`src/hw/rtl/swk_pkg.sv`:
```
`timescale 1ns / 1ps
`default_nettype none
// ----------------------------------------------------------------------------
// Swerve kinematics package
// Shared widths, constants, the arctangent table and the beat type that
// travels down the CORDIC cell chain.
// ----------------------------------------------------------------------------
package swk_pkg;

    localparam int POS_W            = 16;
    localparam int POD_W            = 2;
    localparam int CFG_IDX_W        = 3;
    localparam int NUM_PODS_DEF     = 4;
    localparam int CORDIC_STEPS_DEF = 16;
    localparam int TABLE_STEPS      = 24;

    // Vectors enter the chain scaled by 256; 27 bits cover the CORDIC gain.
    localparam int XY_W       = 27;
    localparam int GUARD_BITS = 8;
    localparam int ANG_W      = 32;

    // Register index decode: bit 0 picks the axis, the upper bits the pod.
    localparam logic AXIS_X = 1'b0;
    localparam logic AXIS_Y = 1'b1;

    // Inverse CORDIC gain, Q0.32, and the shift that brings the product to Q8.8.
    localparam logic [31:0] INV_GAIN  = 32'h9B74_EDA8;
    localparam int          MAG_SHIFT = 40;

    localparam logic [ANG_W-1:0] HALF_TURN = 32'h8000_0000;

    localparam logic [ANG_W-1:0] ATAN_TAB [TABLE_STEPS] = '{
        32'h20000000, 32'h12E4051E, 32'h09FB385B, 32'h051111D4,
        32'h028B0D43, 32'h0145D7E1, 32'h00A2F61E, 32'h00517C55,
        32'h0028BE53, 32'h00145F2F, 32'h000A2F98, 32'h000517CC,
        32'h00028BE6, 32'h000145F3, 32'h0000A2FA, 32'h0000517D,
        32'h000028BE, 32'h0000145F, 32'h00000A30, 32'h00000518,
        32'h0000028C, 32'h00000146, 32'h000000A3, 32'h00000051
    };

    typedef struct packed {
        logic                    valid;
        logic                    zero;
        logic                    last;
        logic [POD_W-1:0]        pod;
        logic signed [XY_W-1:0]  x;
        logic signed [XY_W-1:0]  y;
        logic [ANG_W-1:0]        z;
    } t_cell_beat;

endpackage
`default_nettype wire

```
`src/hw/rtl/swk_cordic_cell.sv`:
```
`timescale 1ns / 1ps
`default_nettype none
// ----------------------------------------------------------------------------
// Swerve kinematics CORDIC cell
// One vectoring micro-rotation with a fixed shift; registers its result
// for the next cell of the chain.
// ----------------------------------------------------------------------------
module swk_cordic_cell import swk_pkg::*; #(
    parameter int SHIFT = 0
) (
    input  wire logic       i_clk,
    input  wire logic       i_rst_n,
    input  wire t_cell_beat i_beat,
    output t_cell_beat      o_beat
);

    logic signed [XY_W-1:0] x_in, y_in, xs, ys;
    t_cell_beat             r_beat;

    assign x_in   = i_beat.x;
    assign y_in   = i_beat.y;
    assign xs     = x_in >>> SHIFT;
    assign ys     = y_in >>> SHIFT;
    assign o_beat = r_beat;

    always_ff @(posedge i_clk) begin
        if (!i_rst_n) begin
            r_beat.valid <= 1'b0;
        end else begin
            r_beat.valid <= i_beat.valid;
        end
        r_beat.zero <= i_beat.zero;
        r_beat.last <= i_beat.last;
        r_beat.pod  <= i_beat.pod;
        if (!y_in[XY_W-1]) begin
            r_beat.x <= x_in + ys;
            r_beat.y <= y_in - xs;
            r_beat.z <= i_beat.z + ATAN_TAB[SHIFT];
        end else begin
            r_beat.x <= x_in - ys;
            r_beat.y <= y_in + xs;
            r_beat.z <= i_beat.z - ATAN_TAB[SHIFT];
        end
    end

endmodule
`default_nettype wire

```
`config.mk`:
```
export PLATFORM = sky130hd
export DESIGN_NAME = swk_cordic_cell
export DESIGN_NICKNAME = d
export VERILOG_FILES = /design/src/hw/rtl/swk_pkg.sv /design/src/hw/rtl/swk_cordic_cell.sv
export SDC_FILE = /design/constraint.sdc
export NUM_CORES = 1
export LEC_CHECK = 0
export ABC_AREA = 1
export BUFFER_PORTS_ARGS = -buffer_cell sky130_fd_sc_hd__buf_2
export CORE_MARGIN = 3
export CORE_UTILIZATION = 55
export CTS_CLUSTER_SIZE = 28
export DETAILED_ROUTE_END_ITERATION = 8
export PLACE_DENSITY = 0.91
export SLEW_MARGIN = 20
export SYNTH_ARGS = -nofsm -noshare
export SYNTH_HDL_FRONTEND = slang
export SYNTH_SLANG_ARGS = --single-unit
```
`constraint.sdc`:
```
create_clock -name i_clk -period 2.4 [get_ports i_clk]
set_input_delay 0.48 -clock i_clk [delete_from_list [all_inputs] [get_ports i_clk]]
set_output_delay 0.48 -clock i_clk [all_outputs]
set_load 0.02 [all_outputs]
```
==> impl_metrics.py, run 1 <==
metrics = {
    "power_and_ir_drop": {
        "powerDensity_mw_per_mm2": 553,
        "vdd_drop_max_uv": 347,
        "p_leak_nw": 5.80,
        "power.total_mw": 5.42,
    },
    "routing": {
        "vias_per_cell": 5.27,
        "wl_um": 26700,
        "vias": 9206,
        "dr.pass1.iters": 6,
        "antenna_left": 0,
        "wl_per_cell_um": 15.3,
        "drc": 0,
        "drt_iter0_markers": 969,
    },
    "placed_design": {
        "dp_cells": 1731,
        "port_buffers": 183,
        "placed_area_mm2": 0.00952,
        "place_congestion": 1.01,
        "hpwl_um": 22200,
        "dp_slack_ns": -0.0711,
    },
    "outcome": {
        "status": "finished clean",
    },
    "sta": {
        "finalCritPeriodShare": 0.922,
        "hold_viol": 0,
        "worst_pin_slew_ns": 0.474,
        "finalSetupViolations": 0,
        "drv_slew": 0,
        "rsz0062_at_grt": "false",
        "hold-worst-slack_ns": 0.223,
        "fmax_mhz": 452,
        "period_needed_ns": 2.21,
        "timing.final.ws_setup_ns": 0.188,
        "max_slew_margin": 0.684,
    },
    "logic_synthesis": {
        "synth_nets": 1516,
        "synth_edf_count": 0,
        "netlist_area_mm2": 0.00811,
        "yosys_warnings": 0,
        "syn_avg_cell_area_um2": 6.09,
        "yosys-top-cells-area": "dfxtp_1, nand2_1, ha_1",
        "yosys-top-cells-count": "nand2_1, inv_1, nand3_1, dfxtp_1, ha_1",
        "yosysTopAreaCell": "dfxtp_1",
        "synth_cell_types": 33,
        "postSynthCellCount": 1332,
        "synth_top_area_share": 0.222,
        "synth_ff_type": "dfxtp_1",
        "ys_seq_elements": 90,
        "ys_seq_area_frac": 0.222,
        "async_flop_share": 0,
        "yosysMostFrequentCell": "nand2_1",
    },
    "setup_path": {
        "crit_slowest_cell": "ha_1",
        "path_cells": "buf_2 > inv_1 > ha_1 > buf_4 > nor2_1 > inv_1 > nor2_2 > nand2_1 > a21oi_1 > o21ai_0 > nand3_1 > nand2_1",
        "critPathTopFamily": "simple AND/OR/NAND/NOR gates",
        "critPathRequiredTime_ns": 2.64,
        "cp-start-kind": "input port",
        "critical_path_class": "in -> reg",
        "crit_cells": 12,
        "max_stage_delay_ns": 0.40,
        "worst-path-buf-inv": 4,
        "cp-end-kind": "flip-flop",
        "cp_max_fo": 8,
        "worst-endpoint-arrival_ns": 2.45,
    },
    "cts": {
        "post_cts_buffers": 0,
        "cts_hold_buf": 0,
        "clock_sinks": 90,
        "cts_tree": "yes",
        "clk_pin_slew_ns": 0.07,
        "root_buffer": "clkbuf_16",
        "numCtsBuffers": 9,
        "post_cts_resized": 0,
        "cts_max_path_buffers": 2,
        "htreeDepth": 3,
    },
    "worst_hold_path": {
        "min_path_type": "in -> reg",
        "worst_hold_path.num_cells": 1,
    },
    "layout": {
        "multi_input_area_mm2": 0.00509,
        "antenna_cells": 0,
        "nNetsFinal": 1746,
        "syn2layout_area_growth_pct": 20.9,
        "largest_reg_flops": 90,
        "design_area_mm2": 0.00980,
        "fillerInstances": 1270,
        "drive_above_1_share": 0.196,
        "final_cells": 1747,
        "seq_area_mm2": 0.00180,
    },
    "die": {
        "start_util": 0.573,
        "num_rows": 43,
        "dieHeight_um": 127,
        "boundaryPins": 184,
        "dieArea_mm2": 0.0162,
        "die_x_um": 127,
        "core_mm2": 0.0141,
    },
    "grt": {
        "grt_pass1_vias": 8694,
        "gr-total-overflow": 0,
        "grt_max_degree": 36,
        "antenna_found_initial": 0,
        "grt_usage": 0.321,
        "grt_first_pass_wirelength_um": 41700,
    },
    "run": {
        "max_cap_violations": 0,
    },
}
## kinds of logic after synthesis
kind of cell | share of synthesized area
flops | 0.222
buf+inv | 0.149
xor+xnor | 0.0184
fa+ha+maj | 0.144
simple gates | 0.364
compound gates | 0.102
## through the flow
| stage | util | setup TNS (ns) |
|---|---|---|
| after floorplan | - | 0 |
| after global placement | 0.673 | -0.0241 |
| after detailed placement | 0.673 | -0.148 |
| after CTS | 0.692 | 0 |
| after global routing | 0.692 | 0 |
| final | 0.692 | 0 |
## final cells by class
type / instances / area share
clock inverters: 5 / 0.00383
clock buffers: 11 / 0.0248
multi-input cells: 955 / 0.520
inverters: 251 / 0.0962
repair buffers: 255 / 0.149
flip-flops and latches: 90 / 0.184
well taps: 180 / 0.0230
## path summary, 6_finish.rpt
path / from / end
worst max-delay path: i_beat[43] / o_beat[73]
worst min-delay path: i_beat[27] / o_beat[27]
## placed cells by master (no fill, tap or decap), types with 3 or more instances in the layout
master,count
buf_2,183
dfxtp_1,90
nor2_2,10
fa_1,4
a31oi_1,7
ha_1,87
xor2_1,13
o21bai_1,15
a21oi_2,7
nand4_1,26
o21ai_1,4
o22ai_1,6
clkbuf_16,9
o21ai_0,43
nor3_1,3
inv_1,244
a21oi_1,65
inv_2,7
nand3_1,126
nor2_1,84
nand2_2,5
xnor2_1,4
nand2_1,434
buf_4,72
nand3_2,3
## per-layer routing
| layer | global-route usage | up-vias | routed length, um |
|---|---|---|---|
| met5 | 0 | - | 0 |
| met4 | 0.146 | 0 | 1130 |
| met3 | 0.0711 | 96 | 2780 |
| met2 | 0.543 | 507 | 12100 |
| met1 | 0.390 | 4014 | 10700 |
| li1 | - | 4589 | - |
## where the power goes
part           total, mW  internal [mW]  switching (mW)
clock               1.40          0.738           0.667
sequential          1.75           1.69          0.0546
combinational       2.27          0.781            1.49
total               5.42           3.21            2.21
No activity file was read; power rests on OpenSTA's default activity.
==> run 2, diff against run 1 <==
--- a/config.mk
+++ b/config.mk
@@ -9,7 +9,7 @@
 export BUFFER_PORTS_ARGS = -buffer_cell sky130_fd_sc_hd__buf_2
 export CORE_MARGIN = 3
 export CORE_UTILIZATION = 55
-export CTS_CLUSTER_SIZE = 28
+export CTS_CLUSTER_SIZE = 24
 export DETAILED_ROUTE_END_ITERATION = 8
 export PLACE_DENSITY = 0.91
 export SLEW_MARGIN = 20
==> constraint.sdc (replaced) <==
create_clock -name i_clk -period 2.4 [get_ports i_clk]
set_input_delay 0.24 -clock i_clk [delete_from_list [all_inputs] [get_ports i_clk]]
set_output_delay 0.24 -clock i_clk [all_outputs]
set_load 0.02 [all_outputs]
==> impl_metrics.py, run 2 (same netlist as run 1, synthesis figures left out) <==
metrics = {
    "sta": {
        "worst_pin_slew_ns": 0.534,
        "finalCritPeriodShare": 0.825,
        "timing.final.ws_setup_ns": 0.420,
        "period_needed_ns": 1.98,
        "rsz0062_at_grt": "false",
        "max_slew_margin": 0.644,
        "tns_ns": 0,
        "hold_viol": 0,
        "fmax_mhz": 505,
        "finalSetupViolations": 0,
        "hold-worst-slack_ns": 0.0457,
        "drv_slew": 0,
    },
    "grt": {
        "grt_pass1_vias": 8898,
        "use_met1": 0.414,
        "grtUsageMet3": 0.0548,
        "antenna_found_initial": 0,
        "busiest_layer": "met2",
        "grt_usage": 0.334,
        "grt_use_met2": 0.573,
        "grt_first_pass_wirelength_um": 43600,
        "gr-total-overflow": 0,
        "grt_max_degree": 33,
    },
    "layout": {
        "final_cell_mix": "nand2_1, inv_1, buf_2",
        "syn2layout_area_growth_pct": 20.0,
        "multi_input_area_mm2": 0.00509,
        "nNetsFinal": 1723,
        "layout_commonest_cell": "nand2_1",
        "antenna_cells": 0,
        "fillerInstances": 1266,
        "largest_reg_flops": 90,
        "seq_area_mm2": 0.00180,
        "drive_above_1_share": 0.164,
        "design_area_mm2": 0.00973,
    },
    "setup_path": {
        "critical_path_class": "in -> reg",
        "critPathRequiredTime_ns": 2.67,
        "worst-endpoint-arrival_ns": 2.25,
        "cp_max_fo": 10,
        "path_cells": "buf_2 > inv_1 > ha_1 > nand2_4 > nor2_2 > nand3_1 > nand3_1 > nand2_1 > nand3_1 > nand2_1 > nand3_1 > nand2_1",
        "cp-start-kind": "input port",
        "cp-end-kind": "flip-flop",
        "crit_slowest_cell": "ha_1",
        "max_stage_delay_ns": 0.62,
        "crit_top_cell": "nand3_1",
    },
    "die": {
        "boundaryPins": 184,
        "start_util": 0.573,
        "num_rows": 43,
        "die_x_um": 127,
        "dieHeight_um": 127,
        "core_mm2": 0.0141,
        "dieArea_mm2": 0.0162,
    },
    "routing": {
        "wl_um": 27400,
        "drc": 0,
        "wl_per_cell_um": 15.9,
        "vias_per_cell": 5.37,
        "antenna_left": 0,
        "vias": 9255,
        "dr.pass1.iters": 6,
        "drt_iter0_markers": 970,
    },
    "power_and_ir_drop": {
        "clkPwrFrac": 0.269,
        "powerDensity_mw_per_mm2": 555,
        "p_sw_mw": 2.25,
        "p_leak_nw": 5.68,
        "pwr-share-comb": 0.407,
        "p_int_mw": 3.15,
        "seq_power_share": 0.324,
        "vdd_drop_max_uv": 396,
        "p_sw_frac": 0.416,
    },
    "placed_design": {
        "port_buffers": 183,
        "dp_slack_ns": 0.0935,
        "placed_area_mm2": 0.00910,
        "place_congestion": 1.02,
        "hpwl_um": 21600,
    },
    "cts": {
        "numCtsBuffers": 9,
        "post_cts_resized": 0,
        "cts_hold_buf": 32,
        "htreeDepth": 3,
        "clk_pin_slew_ns": 0.08,
        "root_buffer": "clkbuf_16",
        "clock_sinks": 90,
        "post_cts_buffers": 0,
        "cts_max_path_buffers": 2,
        "cts_tree": "yes",
    },
    "outcome": {
        "status": "finished clean",
    },
    "run": {
        "max_cap_violations": 0,
    },
    "worst_hold_path": {
        "worst_hold_path.num_cells": 1,
        "min_path_type": "in -> reg",
        "hold_start": "i_beat[6]",
        "whs_endpoint": "o_beat[6]",
    },
}
## run 2: power groups by stage
stage | Sequential (mW) | Clock [mW] | Combinational (mW)
floorplan | 2.03 | 0 | 1.18
global placement | 1.77 | 0 | 2.06
detailed placement | 1.77 | 0 | 2.09
CTS | 1.74 | 1.46 | 2.14
global route | 1.76 | 1.53 | 2.41
finish | 1.75 | 1.45 | 2.20
## run 2: layer usage
layer / wire [um] / share of wire / vias up
met5: 0 / 0 / -
met2: 12700 / 0.46 / 545
li1: - / - / 4531
met1: 10700 / 0.39 / 4091
met3: 2870 / 0.10 / 88
met4: 1100 / 0.040 / 0
## run 2: stage by stage
| step | power [mW] | std cells | utilization |
|---|---|---|---|
| after floorplan | 3.21 | 1332 | - |
| after global placement | 3.83 | 1676 | 0.643 |
| after detailed placement | 3.86 | 1676 | 0.643 |
| after CTS | 5.34 | 1724 | 0.687 |
| after global routing | 5.70 | 1724 | 0.687 |
| final | 5.39 | 1724 | 0.687 |
## run 2: worst max-delay path: cells and delay by family
kind | cells | cell delay, ns
adder cells (fa/ha/maj) | 1 | 0.62
buffers and inverters | 2 | 0.15
AND/OR/NAND/NOR | 9 | 1.24
## run 2: worst max-delay path by stage
stage,start,end
2_1_floorplan,i_beat[32],o_beat[56]
5_1_grt,i_beat[38],o_beat[57]
6_report,i_beat[38],o_beat[84]
4_1_cts,i_beat[38],o_beat[57]
3_5_place_dp,i_beat[38],o_beat[57]
3_3_place_gp,i_beat[38],o_beat[57]
## run 2: final cells by class
class,instances,area share
inverters,251,0.0969
well taps,180,0.0232
flip-flops and latches,90,0.185
repair buffers,232,0.140
clock buffers,9,0.0232
multi-input cells,955,0.524
clock inverters,7,0.00785
