## config.mk

```make
export PLATFORM = sky130hd
export DESIGN_NAME = swk_front
export DESIGN_NICKNAME = d
export VERILOG_FILES = /design/src/hw/rtl/swk_pkg.sv /design/src/hw/rtl/swk_front.sv
export SDC_FILE = /design/constraint.sdc
export NUM_CORES = 2
export LEC_CHECK = 0
export ABC_AREA = 1
export BUFFER_PORTS_ARGS = -buffer_cell sky130_fd_sc_hd__buf_2
export CORE_MARGIN = 2
export CORE_UTILIZATION = 60
export DETAILED_ROUTE_END_ITERATION = 10
export GPL_TIMING_DRIVEN = 0
export PLACE_DENSITY_LB_ADDON = 0.12
export SETUP_SLACK_MARGIN = 0.2
export SLEW_MARGIN = 20
export SYNTH_ARGS = -nofsm -noshare
export SYNTH_HDL_FRONTEND = slang
export SYNTH_SLANG_ARGS = --single-unit
```

## constraint.sdc

```tcl
create_clock -name i_clk -period 9.51 [get_ports i_clk]
set_clock_uncertainty 0.2 [all_clocks]
set_input_delay 1.902 -clock i_clk [delete_from_list [all_inputs] [get_ports i_clk]]
set_output_delay 1.902 -clock i_clk [all_outputs]
set_load 0.01 [all_outputs]
```

## src/hw/rtl/swk_pkg.sv

```systemverilog
`timescale 1ns / 1ps
`default_nettype none
// ----------------------------------------------------------------------------
// Swerve kinematics package
// Shared widths, constants, the arctangent table and the beat type that
// travels down the CORDIC cell chain.
// ----------------------------------------------------------------------------
package swk_pkg;

    localparam int POS_W            = 16;
    localparam int POD_W            = 2;
    localparam int CFG_IDX_W        = 3;
    localparam int NUM_PODS_DEF     = 4;
    localparam int CORDIC_STEPS_DEF = 16;
    localparam int TABLE_STEPS      = 24;

    // Vectors enter the chain scaled by 256; 27 bits cover the CORDIC gain.
    localparam int XY_W       = 27;
    localparam int GUARD_BITS = 8;
    localparam int ANG_W      = 32;

    // Register index decode: bit 0 picks the axis, the upper bits the pod.
    localparam logic AXIS_X = 1'b0;
    localparam logic AXIS_Y = 1'b1;

    // Inverse CORDIC gain, Q0.32, and the shift that brings the product to Q8.8.
    localparam logic [31:0] INV_GAIN  = 32'h9B74_EDA8;
    localparam int          MAG_SHIFT = 40;

    localparam logic [ANG_W-1:0] HALF_TURN = 32'h8000_0000;

    localparam logic [ANG_W-1:0] ATAN_TAB [TABLE_STEPS] = '{
        32'h20000000, 32'h12E4051E, 32'h09FB385B, 32'h051111D4,
        32'h028B0D43, 32'h0145D7E1, 32'h00A2F61E, 32'h00517C55,
        32'h0028BE53, 32'h00145F2F, 32'h000A2F98, 32'h000517CC,
        32'h00028BE6, 32'h000145F3, 32'h0000A2FA, 32'h0000517D,
        32'h000028BE, 32'h0000145F, 32'h00000A30, 32'h00000518,
        32'h0000028C, 32'h00000146, 32'h000000A3, 32'h00000051
    };

    typedef struct packed {
        logic                    valid;
        logic                    zero;
        logic                    last;
        logic [POD_W-1:0]        pod;
        logic signed [XY_W-1:0]  x;
        logic signed [XY_W-1:0]  y;
        logic [ANG_W-1:0]        z;
    } t_cell_beat;

endpackage
`default_nettype wire

```

## src/hw/rtl/swk_front.sv

```systemverilog
`timescale 1ns / 1ps
`default_nettype none
// ----------------------------------------------------------------------------
// Swerve kinematics front end
// Holds the pod positions, forms the centroid and per-pod wheel vectors and
// launches one vector at a time into the CORDIC cell chain.
// ----------------------------------------------------------------------------
module swk_front import swk_pkg::*; #(
    parameter int NUM_PODS = NUM_PODS_DEF
) (
    input  wire logic                    i_clk,
    input  wire logic                    i_rst_n,
    input  wire logic                    i_cfg_we,
    input  wire logic [CFG_IDX_W-1:0]    i_cfg_index,
    input  wire logic [POS_W-1:0]        i_cfg_data,
    input  wire logic                    i_in_valid,
    output logic                         o_in_ready,
    input  wire logic signed [POS_W-1:0] i_vel_x,
    input  wire logic signed [POS_W-1:0] i_vel_y,
    input  wire logic signed [POS_W-1:0] i_rot_power,
    input  wire logic                    i_done,
    output t_cell_beat                   o_beat
);

    localparam int SUM_W   = POS_W + $clog2(NUM_PODS);
    localparam int DIV_K   = 20;
    localparam logic [DIV_K-1:0] RECIP = DIV_K'(((1 << DIV_K) + NUM_PODS - 1) / NUM_PODS);
    localparam int OFF_W   = POS_W + 1;
    localparam int PROD_W  = OFF_W + POS_W;
    localparam int RND_W   = PROD_W + 1 - 8;
    localparam int DIFF_W  = RND_W + 1;
    localparam logic [POD_W-1:0] LAST_POD = POD_W'(NUM_PODS - 1);
    localparam logic signed [DIFF_W-1:0] SAT_HI = DIFF_W'(32767);
    localparam logic signed [DIFF_W-1:0] SAT_LO = -DIFF_W'(32768);

    localparam logic [2:0] S_IDLE   = 3'd0;
    localparam logic [2:0] S_SUM    = 3'd1;
    localparam logic [2:0] S_CX     = 3'd2;
    localparam logic [2:0] S_CY     = 3'd3;
    localparam logic [2:0] S_MULX   = 3'd4;
    localparam logic [2:0] S_MULY   = 3'd5;
    localparam logic [2:0] S_SAT    = 3'd6;
    localparam logic [2:0] S_LAUNCH = 3'd7;

    logic [2:0]               r_state, n_state;
    logic signed [POS_W-1:0]  r_pos_x [4];
    logic signed [POS_W-1:0]  r_pos_y [4];
    logic signed [POS_W-1:0]  r_vel_x, r_vel_y, r_w;
    logic signed [SUM_W-1:0]  r_sum_x, r_sum_y;
    logic signed [POS_W-1:0]  r_cx, r_cy;
    logic signed [PROD_W-1:0] r_prod;
    logic signed [RND_W-1:0]  r_tx;
    logic signed [POS_W-1:0]  r_vx, r_vy;
    logic [POD_W-1:0]         r_pod;
    logic                     r_inflight;
    t_cell_beat               r_beat;

    logic signed [SUM_W-1:0]  sum_x, sum_y, div_in;
    logic [SUM_W-1:0]         div_abs;
    logic [SUM_W+DIV_K-1:0]   div_prod;
    logic signed [POS_W-1:0]  cent;
    logic signed [OFF_W-1:0]  off_x, off_y, mul_a;
    logic signed [PROD_W-1:0] mul_p;
    logic signed [DIFF_W-1:0] diff_x, sum_vy;
    logic signed [XY_W-1:0]   x0, y0;
    logic                     launch, accept;

    function automatic logic signed [RND_W-1:0] f_round(input logic signed [PROD_W-1:0] p);
        logic [PROD_W:0] t;
        t = (PROD_W+1)'(p) + (PROD_W+1)'(128);
        return t[PROD_W:8];
    endfunction

    function automatic logic signed [POS_W-1:0] f_sat(input logic signed [DIFF_W-1:0] v);
        logic signed [POS_W-1:0] r;
        if (v > SAT_HI) begin
            r = 16'sh7FFF;
        end else if (v < SAT_LO) begin
            r = -16'sh8000;
        end else begin
            r = POS_W'(v);
        end
        return r;
    endfunction

    assign accept     = i_in_valid && o_in_ready;
    assign o_in_ready = (r_state == S_IDLE);
    assign launch     = (r_state == S_LAUNCH) && !r_inflight;
    assign o_beat     = r_beat;

    always_comb begin
        sum_x = '0;
        sum_y = '0;
        for (int p = 0; p < NUM_PODS; p++) begin
            sum_x = sum_x + SUM_W'(r_pos_x[p]);
            sum_y = sum_y + SUM_W'(r_pos_y[p]);
        end
    end

    // Centroid: truncating divide by the pod count as a reciprocal multiply
    // on the magnitude; exact for every sum the positions can give.
    always_comb begin
        div_in   = (r_state == S_CX) ? r_sum_x : r_sum_y;
        div_abs  = div_in[SUM_W-1] ? SUM_W'(-div_in) : SUM_W'(div_in);
        div_prod = (SUM_W+DIV_K)'(div_abs) * (SUM_W+DIV_K)'(RECIP);
        cent     = div_in[SUM_W-1] ? -POS_W'(div_prod[SUM_W+DIV_K-1:DIV_K])
                                   :  POS_W'(div_prod[SUM_W+DIV_K-1:DIV_K]);
    end

    always_comb begin
        off_x  = OFF_W'(r_pos_x[r_pod]) - OFF_W'(r_cx);
        off_y  = OFF_W'(r_pos_y[r_pod]) - OFF_W'(r_cy);
        mul_a  = (r_state == S_MULX) ? off_y : off_x;
        mul_p  = PROD_W'(mul_a) * PROD_W'(r_w);
        diff_x = DIFF_W'(r_vel_x) - DIFF_W'(r_tx);
        sum_vy = DIFF_W'(r_vel_y) + DIFF_W'(f_round(r_prod));
        x0     = XY_W'(r_vx) <<< GUARD_BITS;
        y0     = XY_W'(r_vy) <<< GUARD_BITS;
    end

    always_comb begin
        n_state = r_state;
        unique case (r_state)
            S_IDLE:   if (accept) begin n_state = S_SUM; end
            S_SUM:    n_state = S_CX;
            S_CX:     n_state = S_CY;
            S_CY:     n_state = S_MULX;
            S_MULX:   n_state = S_MULY;
            S_MULY:   n_state = S_SAT;
            S_SAT:    n_state = S_LAUNCH;
            S_LAUNCH: begin
                if (launch) begin
                    n_state = (r_pod == LAST_POD) ? S_IDLE : S_MULX;
                end
            end
            default:  n_state = S_IDLE;
        endcase
    end

    always_ff @(posedge i_clk) begin
        if (!i_rst_n) begin
            r_state    <= S_IDLE;
            r_inflight <= 1'b0;
            r_beat.valid <= 1'b0;
            r_pod      <= '0;
            for (int p = 0; p < 4; p++) begin
                r_pos_x[p] <= '0;
                r_pos_y[p] <= '0;
            end
        end else begin
            r_state      <= n_state;
            r_beat.valid <= launch;
            if (launch) begin
                r_inflight <= 1'b1;
            end else if (i_done) begin
                r_inflight <= 1'b0;
            end
            if (launch) begin
                // Fold the left half plane onto the right one, starting half a turn away.
                r_beat.zero <= (r_vx == '0) && (r_vy == '0);
                r_beat.last <= (r_pod == LAST_POD);
                r_beat.pod  <= r_pod;
                r_beat.x    <= r_vx[POS_W-1] ? -x0 : x0;
                r_beat.y    <= r_vx[POS_W-1] ? -y0 : y0;
                r_beat.z    <= r_vx[POS_W-1] ? HALF_TURN : '0;
            end
            if (i_cfg_we) begin
                if (i_cfg_index[0] == AXIS_Y) begin
                    r_pos_y[i_cfg_index[CFG_IDX_W-1:1]] <= i_cfg_data;
                end else begin
                    r_pos_x[i_cfg_index[CFG_IDX_W-1:1]] <= i_cfg_data;
                end
            end
            if (r_state == S_CY) begin
                r_pod <= '0;
            end else if (launch) begin
                r_pod <= r_pod + POD_W'(1);
            end
        end
    end

    always_ff @(posedge i_clk) begin
        if (accept) begin
            r_vel_x <= i_vel_x;
            r_vel_y <= i_vel_y;
            r_w     <= i_rot_power;
        end
        if (r_state == S_SUM) begin
            r_sum_x <= sum_x;
            r_sum_y <= sum_y;
        end
        if (r_state == S_CX) begin
            r_cx <= cent;
        end
        if (r_state == S_CY) begin
            r_cy <= cent;
        end
        if (r_state == S_MULX) begin
            r_prod <= mul_p;
        end
        if (r_state == S_MULY) begin
            r_tx   <= f_round(r_prod);
            r_prod <= mul_p;
        end
        if (r_state == S_SAT) begin
            r_vx <= f_sat(diff_x);
            r_vy <= f_sat(sum_vy);
        end
    end

endmodule
`default_nettype wire

```

==> qor.yml <==
outcome:
  status: "finished clean"
worst_hold_path:
  min_from: "r_pod[1]"
  worst_hold_path_type: "register to register"
  hold_end: "o_beat[87]"
  worstHoldPathCells: 0
route:
  num_vias: 27100
  viasPerCell: 5.47
  drc: 0
  first_pass_iters: 6
  ant_nets: 0
  drt_iter0_markers: 2204
  wl_per_cell_um: 18.2
  routed_wl_mm: 90.5
die:
  start_util_pct: 61.0
  row_count: 87
  coreArea_mm2: 0.0566
  die_h_um: 244
  pin_count: 164
  die-area_mm2: 0.0595
  fp.dieW_um: 244
timing:
  worst_pin_slew_ps: 1120
  layout_min_cycle_time_ps: 8990
  layout_setup_ws_ps: 515
  slew_viol_final: 0
  timing.final.crit_share_pct: 94.6
  hold_viol: 0
  setup_tns_ps: 0
  rsz0062_at_grt: "yes"
  setup_violations: 0
  max_slew_margin_pct: 25.0
  fmaxAchievable_mhz: 111
worst_setup_path:
  r2r-end: "r_prod[29]"
  slowest_stage: "fa_1"
  slowest_delay_ps: 560
  worst_setup_path_end_kind: "register"
  rr_worst_depth: 35
  ff2ff_setup_slack_ps: 520
  crit_arrival_ps: 9160
  worstSetupStartpointType: "register"
  critPathRequiredTime_ps: 9680
  cp_max_fo: 10
  crit_type: "register to register"
synth:
  synth_top_area_cell: "edfxtp_1"
  synthAdderAreaFrac_pct: 27.5
  synth_cell_type_count: 65
  synthMuxAreaShare_pct: 0.0290
  async_flop_share_pct: 0
  yosys_warnings: 0
  synthXorXnorAreaFrac_pct: 3.98
  synth.top_cell.area_share_pct: 32.3
  ys_seq_elements: 380
  ys_seq_area_share_pct: 32.8
  syn_area_mm2: 0.0345
  synthSimpleGateAreaFrac_pct: 19.0
  synth_top_family_by_area: "adder cells"
  synth_edf_count: 371
  avgSynthCellArea_um2: 8.76
  synth-compound-area-share_pct: 7.03
  ys.flop_type: "edfxtp_1"
  synthCells: 3944
  synthTopCellsByArea: "edfxtp_1 (32%), fa_1 (20%), nand2_1 (8.7%), ha_1 (7.5%), inv_1 (7.4%)"
place:
  dpl_cell_area_mm2: 0.0364
  portBuffers: 115
  gp_congestion: 0.947
  preCtsSetupSlack_ps: -348
  hpwl_mm: 73.5
job:
  cap_viol_max_count: 0
clock_network:
  cts_tree: "yes"
  insertion_delay_ps: 610
  cts-root-buf: "clkbuf_16"
  ctsHtreeMaxLevel: 2
  clk_pin_slew_ps: 70
  cts_buffers: 43
  clock_path_buffers: 3
  hold_buffers: 0
  cts.sinks: 380
global_routing:
  grt_max_degree: 33
  grt_pass1_vias: 26500
  grt.overflow.total: 0
  grt_usage_pct: 30.9
  grt_pass1_wl_mm: 142
  antenna_found_initial: 4
final_layout:
  fin_nets: 4798
  final_cell_area_mm2: 0.0380
  utilization_pct: 67.1
  drive_gt1_share_pct: 8.76
  synthToLayoutAreaGrowth_pct: 10.0
## worst max-delay path: cells and delay by family, from the launching register on
| family | cells | cell delay, ps |
|---|---|---|
| AOI/OAI and AO/OA | 9 | 1780 |
| xor gates and xnor gates | 2 | 250 |
| adders and majority gates | 8 | 3670 |
| buffers and inverters | 8 | 1430 |
| DFF | 1 | 350 |
| and+or+nand+nor | 8 | 1070 |
## state kept, by name, summed over array words and instances, names as in the netlist, named ones only
signal,count
r_pos_x,64
r_pos_y,64
o_beat,44
r_prod,26
r_tx,26
r_sum_x,18
r_sum_y,18
r_cx,16
r_cy,16
r_vel_x,16
r_vel_y,16
r_vx,16
r_vy,16
r_w,16
r_state,3
r_pod,2
r_inflight,1
## Yosys cell counts (all sizes together), types with 2 or more instances
cell and count:
nand2 816, inv 693, nor2 547, edfxtp 371, fa 345, ha 208
a21oi 177, o21ai 153, nand3 125, xor2 109, buf 63, clkbuf 54
xnor2 47, nor3 40, nand4 36, o22ai 31, nand3b 14, a31oi 12
a21boi 11, clkinv 10, dfxtp 9, o21bai 9, a21o 8, o21a 7
a211oi 5, and3 5, nor4 5, or2 5, o31ai 4, a2111oi 3
and2 3, o211ai 3, a221oi 2, a32o 2, nor3b 2, o41ai 2
## layout make-up
cell class / count / area, um2
fillers: 4737 / 18600
repair buffers: 135 / 801
well taps: 756 / 946
multi-input cells: 2793 / 20200
flip-flops and latches: 380 / 11300
inverters: 703 / 2670
clock inverters: 24 / 238
plain buffers: 117 / 711
clock buffers: 50 / 1100
diodes: 2 / 5.00
## logic make-up after synthesis
logic type	count (synthesis)
buf+inv	820
simple gates	1599
mux	1
compound gates	434
xor+xnor	156
fa+ha+maj	553
flops	380
other cells	1
## repair_timing
item | CTS | global route
pin swaps | 0 | 1
gates resized for setup | 14 | 63
setup endpoints to repair | 15 | 21
setup buffers | 1 | 8
## how the worst max path moves through the flow
stage	endpoint	slack, ps	cells after the start
final	r_prod[29]	520	35
after floorplan	r_prod[32]	1410	38
after detailed placement	r_prod[32]	-350	38
after CTS	r_prod[32]	260	37
after global routing	r_prod[31]	160	36
after global placement	r_prod[32]	-210	37
## metrics by stage
stage / hold slack, ps / cells
after floorplan: 224 / 3993
after global placement: 231 / 4864
after detailed placement: 261 / 4875
after CTS: 275 / 4950
after global routing: 298 / 4958
final: 277 / 4960
## layer usage
layer / share of wire [%] / vias up / global-route usage (%)
met5: 0 / - / 0
met1: 43 / 12900 / 44.1
met2: 44 / 1164 / 47.5
met3: 10 / 153 / 7.11
li1: - / 12900 / -
met4: 2.7 / 0 / 8.55
## placed cells by master (no fill, tap or decap), types with 14 or more instances in the layout
cell	count
ha_1	208
clkbuf_16	43
nand2_1	787
xor2_1	108
clkbuf_2	15
nor3_1	35
clkbuf_1	41
o21ai_0	143
buf_4	63
nor2_1	530
inv_1	677
a21oi_1	175
nand4_1	35
nand2_2	25
conb_1	50
nand3b_1	14
nand3_1	123
fa_1	345
edfxtp_1	371
buf_2	119
o22ai_1	28
xnor2_1	47
Power is not shown: default switching activity piles up to over one toggle a cycle in this logic, so the estimate is an artifact.
