File: config.mk
export PLATFORM = sky130hd
export DESIGN_NAME = swk_post
export DESIGN_NICKNAME = d
export VERILOG_FILES = /design/src/hw/rtl/swk_pkg.sv /design/src/hw/rtl/swk_post.sv
export SDC_FILE = /design/constraint.sdc
export NUM_CORES = 1
export LEC_CHECK = 0
export ABC_AREA = 0
export BUFFER_PORTS_ARGS = -buffer_cell sky130_fd_sc_hd__buf_4
export CORE_MARGIN = 2
export CORE_UTILIZATION = 45
export DETAILED_ROUTE_END_ITERATION = 16
export GPL_ROUTABILITY_DRIVEN = 0
export PLACE_DENSITY_LB_ADDON = 0.1
export SYNTH_ARGS = -nofsm -noshare
export SYNTH_HDL_FRONTEND = slang
export SYNTH_SLANG_ARGS = --single-unit
File: constraint.sdc
create_clock -name i_clk -period 7.2 [get_ports i_clk]
set_input_delay 0.72 -clock i_clk [delete_from_list [all_inputs] [get_ports i_clk]]
set_output_delay 0.72 -clock i_clk [all_outputs]
set_load 0.005 [all_outputs]
File: src/hw/rtl/swk_pkg.sv
`timescale 1ns / 1ps
`default_nettype none
// ----------------------------------------------------------------------------
// Swerve kinematics package
// Shared widths, constants, the arctangent table and the beat type that
// travels down the CORDIC cell chain.
// ----------------------------------------------------------------------------
package swk_pkg;

    localparam int POS_W            = 16;
    localparam int POD_W            = 2;
    localparam int CFG_IDX_W        = 3;
    localparam int NUM_PODS_DEF     = 4;
    localparam int CORDIC_STEPS_DEF = 16;
    localparam int TABLE_STEPS      = 24;

    // Vectors enter the chain scaled by 256; 27 bits cover the CORDIC gain.
    localparam int XY_W       = 27;
    localparam int GUARD_BITS = 8;
    localparam int ANG_W      = 32;

    // Register index decode: bit 0 picks the axis, the upper bits the pod.
    localparam logic AXIS_X = 1'b0;
    localparam logic AXIS_Y = 1'b1;

    // Inverse CORDIC gain, Q0.32, and the shift that brings the product to Q8.8.
    localparam logic [31:0] INV_GAIN  = 32'h9B74_EDA8;
    localparam int          MAG_SHIFT = 40;

    localparam logic [ANG_W-1:0] HALF_TURN = 32'h8000_0000;

    localparam logic [ANG_W-1:0] ATAN_TAB [TABLE_STEPS] = '{
        32'h20000000, 32'h12E4051E, 32'h09FB385B, 32'h051111D4,
        32'h028B0D43, 32'h0145D7E1, 32'h00A2F61E, 32'h00517C55,
        32'h0028BE53, 32'h00145F2F, 32'h000A2F98, 32'h000517CC,
        32'h00028BE6, 32'h000145F3, 32'h0000A2FA, 32'h0000517D,
        32'h000028BE, 32'h0000145F, 32'h00000A30, 32'h00000518,
        32'h0000028C, 32'h00000146, 32'h000000A3, 32'h00000051
    };

    typedef struct packed {
        logic                    valid;
        logic                    zero;
        logic                    last;
        logic [POD_W-1:0]        pod;
        logic signed [XY_W-1:0]  x;
        logic signed [XY_W-1:0]  y;
        logic [ANG_W-1:0]        z;
    } t_cell_beat;

endpackage
`default_nettype wire

File: src/hw/rtl/swk_post.sv
`timescale 1ns / 1ps
`default_nettype none
// ----------------------------------------------------------------------------
// Swerve kinematics output stage
// Removes the CORDIC gain, rounds the heading and holds the result beat
// until the consumer takes it.
// ----------------------------------------------------------------------------
module swk_post import swk_pkg::*; (
    input  wire logic        i_clk,
    input  wire logic        i_rst_n,
    input  wire t_cell_beat  i_beat,
    input  wire logic        i_out_ready,
    output logic             o_out_valid,
    output logic [POD_W-1:0] o_pod_index,
    output logic [15:0]      o_steer_angle,
    output logic [15:0]      o_wheel_speed,
    output logic             o_last_pod,
    output logic             o_done
);

    localparam int XU_W   = XY_W - 1;
    localparam int PROD_W = XU_W + 32;
    localparam logic [PROD_W:0] MAG_HALF = (PROD_W+1)'(1) << (MAG_SHIFT - 1);

    logic [XU_W-1:0]   x_clamp;
    logic [ANG_W-1:0]  ang_rnd;
    logic [PROD_W:0]   mag_rnd;
    logic [PROD_W-MAG_SHIFT:0] mag_full;

    logic              r_a_valid, r_a_zero, r_a_last;
    logic [POD_W-1:0]  r_a_pod;
    logic [PROD_W-1:0] r_a_prod;
    logic [15:0]       r_a_angle;
    logic              r_out_valid;
    logic [POD_W-1:0]  r_pod;
    logic [15:0]       r_angle, r_speed;
    logic              r_last;

    assign x_clamp  = i_beat.x[XY_W-1] ? '0 : i_beat.x[XU_W-1:0];
    assign ang_rnd  = i_beat.z + ANG_W'(32'h8000);
    assign mag_rnd  = (PROD_W+1)'(r_a_prod) + MAG_HALF;
    assign mag_full = mag_rnd[PROD_W:MAG_SHIFT];

    assign o_out_valid   = r_out_valid;
    assign o_pod_index   = r_pod;
    assign o_steer_angle = r_angle;
    assign o_wheel_speed = r_speed;
    assign o_last_pod    = r_last;
    assign o_done        = r_out_valid && i_out_ready;

    always_ff @(posedge i_clk) begin
        if (!i_rst_n) begin
            r_a_valid   <= 1'b0;
            r_out_valid <= 1'b0;
        end else begin
            r_a_valid <= i_beat.valid;
            if (r_a_valid) begin
                r_out_valid <= 1'b1;
            end else if (i_out_ready) begin
                r_out_valid <= 1'b0;
            end
        end
    end

    always_ff @(posedge i_clk) begin
        if (i_beat.valid) begin
            r_a_prod  <= PROD_W'(x_clamp) * PROD_W'(INV_GAIN);
            r_a_angle <= ang_rnd[ANG_W-1:ANG_W-16];
            r_a_zero  <= i_beat.zero;
            r_a_pod   <= i_beat.pod;
            r_a_last  <= i_beat.last;
        end
        if (r_a_valid) begin
            r_pod  <= r_a_pod;
            r_last <= r_a_last;
            if (r_a_zero) begin
                r_angle <= '0;
                r_speed <= '0;
            end else begin
                r_angle <= r_a_angle;
                r_speed <= (mag_full[PROD_W-MAG_SHIFT:16] != '0) ? 16'hFFFF
                                                                 : mag_full[15:0];
            end
        end
    end

endmodule
`default_nettype wire

==> results of run 1 <==
per-stage QoR:
step	hold slack [ns]	instances	area, sq um	setup TNS, ns	setup WS, ns
floorplan	0.400	1608	16500	0	0.0329
global placement	0.405	2286	18700	-1.67	-0.211
detailed placement	0.418	2286	18700	-2.08	-0.246
CTS	0.433	2302	19000	0	0.0991
global route	0.442	2303	19000	0	0.0127
finish	0.429	2303	19000	0	0.270
flip-flops by register name, summed over array words and instances, names as in the netlist:
register       flops
r_a_valid          1
r_a_pod            2
o_steer_angle     16
r_a_last           1
o_out_valid        1
r_a_zero           1
o_wheel_speed     16
r_a_prod          19
r_a_angle         16
o_pod_index        2
o_last_pod         1
area by class of cell:
type	count	share of cell area
clock buffer	9	0.0118
clock inverter	7	0.00401
inverter	511	0.101
multi-input combinational	1009	0.646
sequential	76	0.119
tap	468	0.0307
timing repair buffer	223	0.0883
cell usage in the layout, fill, tap and decap left out, types with 5 or more instances in the layout:
cell       instances
edfxtp_1          74
o21bai_1          11
nor2_1            32
a21o_1            30
a31oi_1            6
a21oi_1           65
buf_4            222
o211ai_1           5
inv_1            507
nand2_1           43
fa_1             309
nor2b_1           32
xor2_1            24
nand4_1           17
and3_1            15
ha_1             251
xnor2_1           30
o21ai_0           16
nand2b_1          16
nand3_1           23
or2_2             10
clkbuf_16          9
critical path: stages:
cell and delay [ns]:
buf_4 0.15, buf_4 0.16, buf_4 0.13, nand2b_1 0.17, buf_4 0.14, ha_1 0.32
inv_2 0.10, fa_1 0.44, fa_1 0.56, inv_1 0.09, fa_1 0.49, fa_1 0.50
inv_1 0.06, fa_1 0.53, inv_1 0.06, fa_1 0.53, inv_1 0.04, ha_1 0.31
a21oi_1 0.21, o21ai_0 0.13, nand4_1 0.12, a21oi_1 0.08, o31a_2 0.37, o21ai_4 0.21
nand2_2 0.10, a211o_1 0.27
worst paths after layout:
check / startpoint / endpoint / slack [ns] / depth (start not counted)
setup / recovery: i_beat[85] / r_a_prod[57] / 0.27 / 26
hold / removal: r_a_pod[0] / o_pod_index[0] / 0.43 / 0
setup reg to reg: r_a_prod[39] / o_wheel_speed[7] / 4.94 / 8
hold reg to reg: r_a_pod[0] / o_pod_index[0] / 0.43 / 0
layer usage:
layer	share of wire	GRT usage
met5	0.00032	0
met4	0.018	0.0461
met3	0.038	0.0171
met2	0.46	0.365
met1	0.48	0.328
timing repair:
action,4_1_cts,5_1_grt
setup buffers,0,1
setup endpoints to repair,0,10
resized for setup,0,20
logic make-up (layout without fill, tap and decap cells):
family                     count (synthesis)  count (layout)  share of synthesized area
and+or+nand+nor                          219             219                     0.0716
muxes                                      1               1                   0.000608
DFF                                       76              76                      0.137
AOI/OAI and AO/OA                        171             171                     0.0713
xor gates and xnor gates                  54              54                     0.0287
buffers and inverters                    523             750                      0.120
adders and majority gates                564             564                      0.571
==> impl_results.md, run 1 <==
- Synth Net Count: 2266
- Outcome: finished, final reports clean
- Fin. max-slew vios: 0
- Max Buffers Root-to-Sink: 2
- Share of the synthesized area in the top cell type: 0.378
- Wirelength, routed: between 40000 and 50000 microns
- Cell variety after synth: between 60 and 70
- Ys flop type: edfxtp_1
- Vias per inst: approximately 4.8
- Seq/Total Area, Yosys: 0.137
- Arrival @ worst endpoint: 7.00 ns
- Fmax: between 0.1 and 0.15 GHz
- Die height: 195 microns
- Synth top area cells: fa_1 38%, ha_1 19%, edfxtp_1 14%
- WS Path Type: input pin to register
- Grt total ovfl: 0
- CTS tree: done
- Vias in the first global route: around 12000
- First-pass GRT wire length: approximately 65000 microns
- Clock transition at path regs: 0.06 ns
- IO Pins: about 130
- Worst slew margin: 0.363
- Overall Global Routing Usage: 0.223
- Layout area overhead: 15.8%
- Share of layout cells above drive strength 1: 0.157
- Worst-Skew Late Latency: 0.33 ns
- Root Buffer: clkbuf_16
- Area leader, netlist: fa_1
- Core area: 36300 sq um
- Core Rows: 70
- Crit Path Max Fanout: 9
- Most frequent cell after synthesis: inv_1
- Worst Path Required: 7.27 ns
- Dpl hpwl: 38600 microns
- Mapped Cells: 1608
- RSZ-0062 raised after global routing: no
- Port Buffers: 88
- # nets final: 2488
- DRT Pass-1 Iters: 5
- Initial DRC Count: 564
- Crit end category: register
- ANT nets after route: 0
- Ys Warns: 0
- Die X: 195 microns
- Hold crit path type: register to register
- CTS buffer count: 9
- Final period utilization: 0.963
- Seq. cell area: 2260 sq um
- Slew @ Worst Pin: 0.955 ns
- Initial antenna violation count: 1
- Fin. Hold Viols: 0
- Fillers: 3364
- Synth cell count leaders: 511 x inv_1, 311 x fa_1, 253 x ha_1
- Area of the multi-input gates: 12300 sq um
- Number of max-cap violations: 0
- # hold bufs at CTS: 0
- Syn avg cell area: 10.2 sq um
- Post-route DRC: 0
- Vias: 11115
- Async SR Flop Fraction: 0
- Largest net degree at the start of global routing: approximately 40
- Clock Skew: roughly 0.009 ns
- H-tree levels: 3
- Final setup fails: 0
- CTS sink count: 76
- Min Tclk post-route: 6.93 ns
- Routed length per instance: 17.9 microns
- Number of synthesized flops with an enable pin: 74
- N_diodes: 0
- Die area: 38100 sq um
- Syn Std Cell Area: between 15000 and 20000 sq um
- Final core utilization: 0.524
- Crit start category: input pin
- Synthesized flop and latch total: 76
- Initial Utilization: 0.453
Power of run 1 is left out: the tool's default activity adds up to more than one toggle a clock period on the data nets, which glitch-free logic cannot reach.
==> inputs of run 2 (changes only) <==
--- a/config.mk
+++ b/config.mk
@@ -11,6 +11,7 @@
 export CORE_UTILIZATION = 45
 export DETAILED_ROUTE_END_ITERATION = 16
 export GPL_ROUTABILITY_DRIVEN = 0
+export HOLD_SLACK_MARGIN = 0.06
 export PLACE_DENSITY_LB_ADDON = 0.1
 export SYNTH_ARGS = -nofsm -noshare
 export SYNTH_HDL_FRONTEND = slang
==> constraint.sdc (replaced) <==
create_clock -name i_clk -period 7.4 [get_ports i_clk]
set_input_delay 0.74 -clock i_clk [delete_from_list [all_inputs] [get_ports i_clk]]
set_output_delay 0.74 -clock i_clk [all_outputs]
set_load 0.005 [all_outputs]
==> run 2 against run 1 <==
Effect of this change: die area unchanged; non-clock buffer count decreased by 42; core utilization decreased by 0.99 points; worst hold slack got worse by 0.012 ns; sequential share of layout area increased by 0.23 points; count of clock-buffer cells in the layout unchanged; clock skew decreased by 0.0030 ns; critical path depth decreased by 2; sequential cell count unchanged; design area decreased by 1.9%; final cell count decreased by 1.8%; critical path type unchanged.
==> impl_results.md, run 2 (synthesis results as in run 1) <==
- Outcome: finished, final reports clean (unchanged)
- GRT busiest layer: met2 (unchanged)
- Setup_tns: 0 ns (unchanged)
- Inst Count DP: 2245 (was 2286)
- Wirelength, routed: 41000 microns (was 41300 microns)
- CTS buffer count: 9 (unchanged)
- IO Pins: 131 (unchanged)
- Grt total ovfl: 0 (unchanged)
- HP Start: r_a_pod[0] (unchanged)
- DRT Pass-1 Iters: 5 (unchanged)
- Layout area overhead: 13.6% (was 15.8%)
- Vias per inst: 4.86 (was 4.83)
- Vias: 10998 (was 11115)
- Fin. max-slew vios: 0 (unchanged)
- Overall Global Routing Usage: 0.223 (about the same)
- Most common cell after layout, fill and taps aside: inv_1 (unchanged)
- CTS sink count: 76 (unchanged)
- CTS tree: done (unchanged)
- Worst Path Required: 7.47 ns (was 7.27 ns)
- Most frequent cells in the layout: 511 x inv_1, 311 x fa_1, 253 x ha_1, 180 x buf_4, 74 x edfxtp_1 (was 507 x inv_1, 309 x fa_1, 251 x ha_1, 222 x buf_4, 74 x edfxtp_1)
- Port Buffers: 88 (unchanged)
- Initial DRC Count: 510 (was 564)
- RSZ-0062 raised after global routing: no (unchanged)
- Crit end category: register (unchanged)
- CTS resizes: 0 (unchanged)
- Core area: 36300 sq um (unchanged)
- Final period utilization: 0.945
- Top cell by count, worst path: fa_1 (unchanged)
- Clock transition at path regs: 0.06 ns (about the same)
- Slowest-stage cell, CP: fa_1 (unchanged)
- Worst slew margin: 0.360 (was 0.363)
- # hold bufs at CTS: 0 (unchanged)
- Max reg flops: 19 (unchanged)
- Largest net degree at the start of global routing: 41 (unchanged)
- Routed length per instance: 18.1 microns (was 17.9 microns)
- Fmax: 0.143 GHz
- Die height: 195 microns (unchanged)
- Vias in the first global route: 11755 (was 11735)
- Fin. Hold Viols: 0 (unchanged)
- Setup WS pre-CTS: 0.0418 ns (was -0.246 ns)
- Met2 usage: 0.364 (was 0.365)
- Post-CTS setup buffer count: 0 (unchanged)
- Worst Setup SP: i_beat[85] (unchanged)
- Crit start category: input pin (unchanged)
- Post-Place Cell Area: 18400 sq um (was 18700 sq um)
- Min Tclk post-route: 6.99 ns
- Slew @ Worst Pin: 0.960 ns (was 0.955 ns)
- Initial Utilization: 0.453 (unchanged)
- H-tree levels: 3 (unchanged)
- N_diodes: 0 (unchanged)
- Core Rows: 70 (unchanged)
- CP cell instances: buf_4 > buf_4 > nand2b_1 > inv_1 > ha_1 > fa_1 > inv_1 > fa_1 > inv_1 > fa_1 > fa_1 > fa_1 > inv_1 > fa_1 > inv_1 > ha_1 > and3_1 > and3_1 > a221oi_2 > o211ai_2 > nand2b_1 > a31oi_2 > o211ai_1 > nand4b_1
- Top reg by flops: r_a_prod (unchanged)
- Worst-Skew Late Latency: 0.33 ns (about the same)
- Root Buffer: clkbuf_16 (unchanged)
- Worst path top cell family by delay: adder cells (unchanged)
- ANT nets after route: 0 (unchanged)
- Arrival @ worst endpoint: 7.06 ns (was 7.00 ns)
- Worst R2R Start: r_a_prod[39] (unchanged)
- Die X: 195 microns (unchanged)
- WS Path Type: input pin to register (unchanged)
- Hold crit path type: register to register (unchanged)
- Final Instance Count excl. Fillers: 2261 (was 2303)
- # nets final: 2446 (was 2488)
- Number of max-cap violations: 0 (unchanged)
- Max Buffers Root-to-Sink: 2 (unchanged)
- Share of layout cells above drive strength 1: 0.129 (was 0.157)
- Crit Path Max Fanout: 15 (was 9)
- Setup ws final: 0.407 ns (was 0.270 ns)
- M1 GR Usage: 0.324 (was 0.328)
- Clock Skew: 0.00597 ns (was 0.00902 ns)
- GR Util met3: 0.0219 (was 0.0171)
- Reg-to-reg slack, setup: 5.13 ns (was 4.94 ns)
- Final setup fails: 0 (unchanged)
- Largest stage delay on the critical path: 0.52 ns (was 0.56 ns)
- Initial antenna violation count: 0 (was 1)
- Post-route DRC: 0 (unchanged)
- Crit path buf inv count: 7 (was 9)
- First-pass GRT wire length: 64600 microns (about the same)
- Cell area after layout: 18700 sq um (was 19000 sq um)
- Die area: 38100 sq um (unchanged)
- Dpl hpwl: 38100 microns (was 38600 microns)
-- run 2: cell types whose count changed in the layout (fill, tap and decap cells not counted), moves of 2 or more --
cell,delta
buf_4,-42
inv_1,+4
inv_2,-4
fa_1,+2
fa_2,-2
ha_1,+2
ha_4,-2
nor2b_1,+2
-- run 2: path summary, 6_finish.rpt --
check                       to  cells after the start
max               r_a_prod[54]                     24
min             o_pod_index[0]                      0
max reg2reg  o_wheel_speed[12]                      8
min reg2reg     o_pod_index[0]                      0
-- run 2: metrics by stage --
stage / utilization / hold WS, ns
after CTS: 0.514 / 0.418
after floorplan: - / 0.400
final: 0.514 / 0.417
after global placement: 0.505 / 0.404
after detailed placement: 0.505 / 0.405
after global routing: 0.514 / 0.422
-- run 2: worst reg2reg max path, stage by stage, from the launching register on --
cell,delay [ns]
edfxtp_1,0.38
ha_1,0.23
and3_1,0.21
nand3_1,0.16
nor3_1,0.11
nor2b_1,0.13
a41oi_1,0.14
nor2_2,0.47
a21oi_1,0.16
-- run 2: area by class of cell --
cell class                      instances  area [sq um]
Timing Repair Buffer                  181          1370
Inverter                              511          1920
Clock buffer                            9           225
Clock inverter                          7           100
Multi-Input combinational cell       1009         12200
Fill cell                            3391         17700
Tap cell                              468           586
Sequential cell                        76          2260
-- run 2: metal layers --
metal / vias up / routed length [microns] / share of wire
met5: - / 0 / 0
met4: 0 / 739 / 0.018
met1: 5380 / 19800 / 0.48
met3: 32 / 1790 / 0.044
met2: 253 / 18700 / 0.46
li1: 5333 / - / -
Power of run 2 is left out for the same reason.
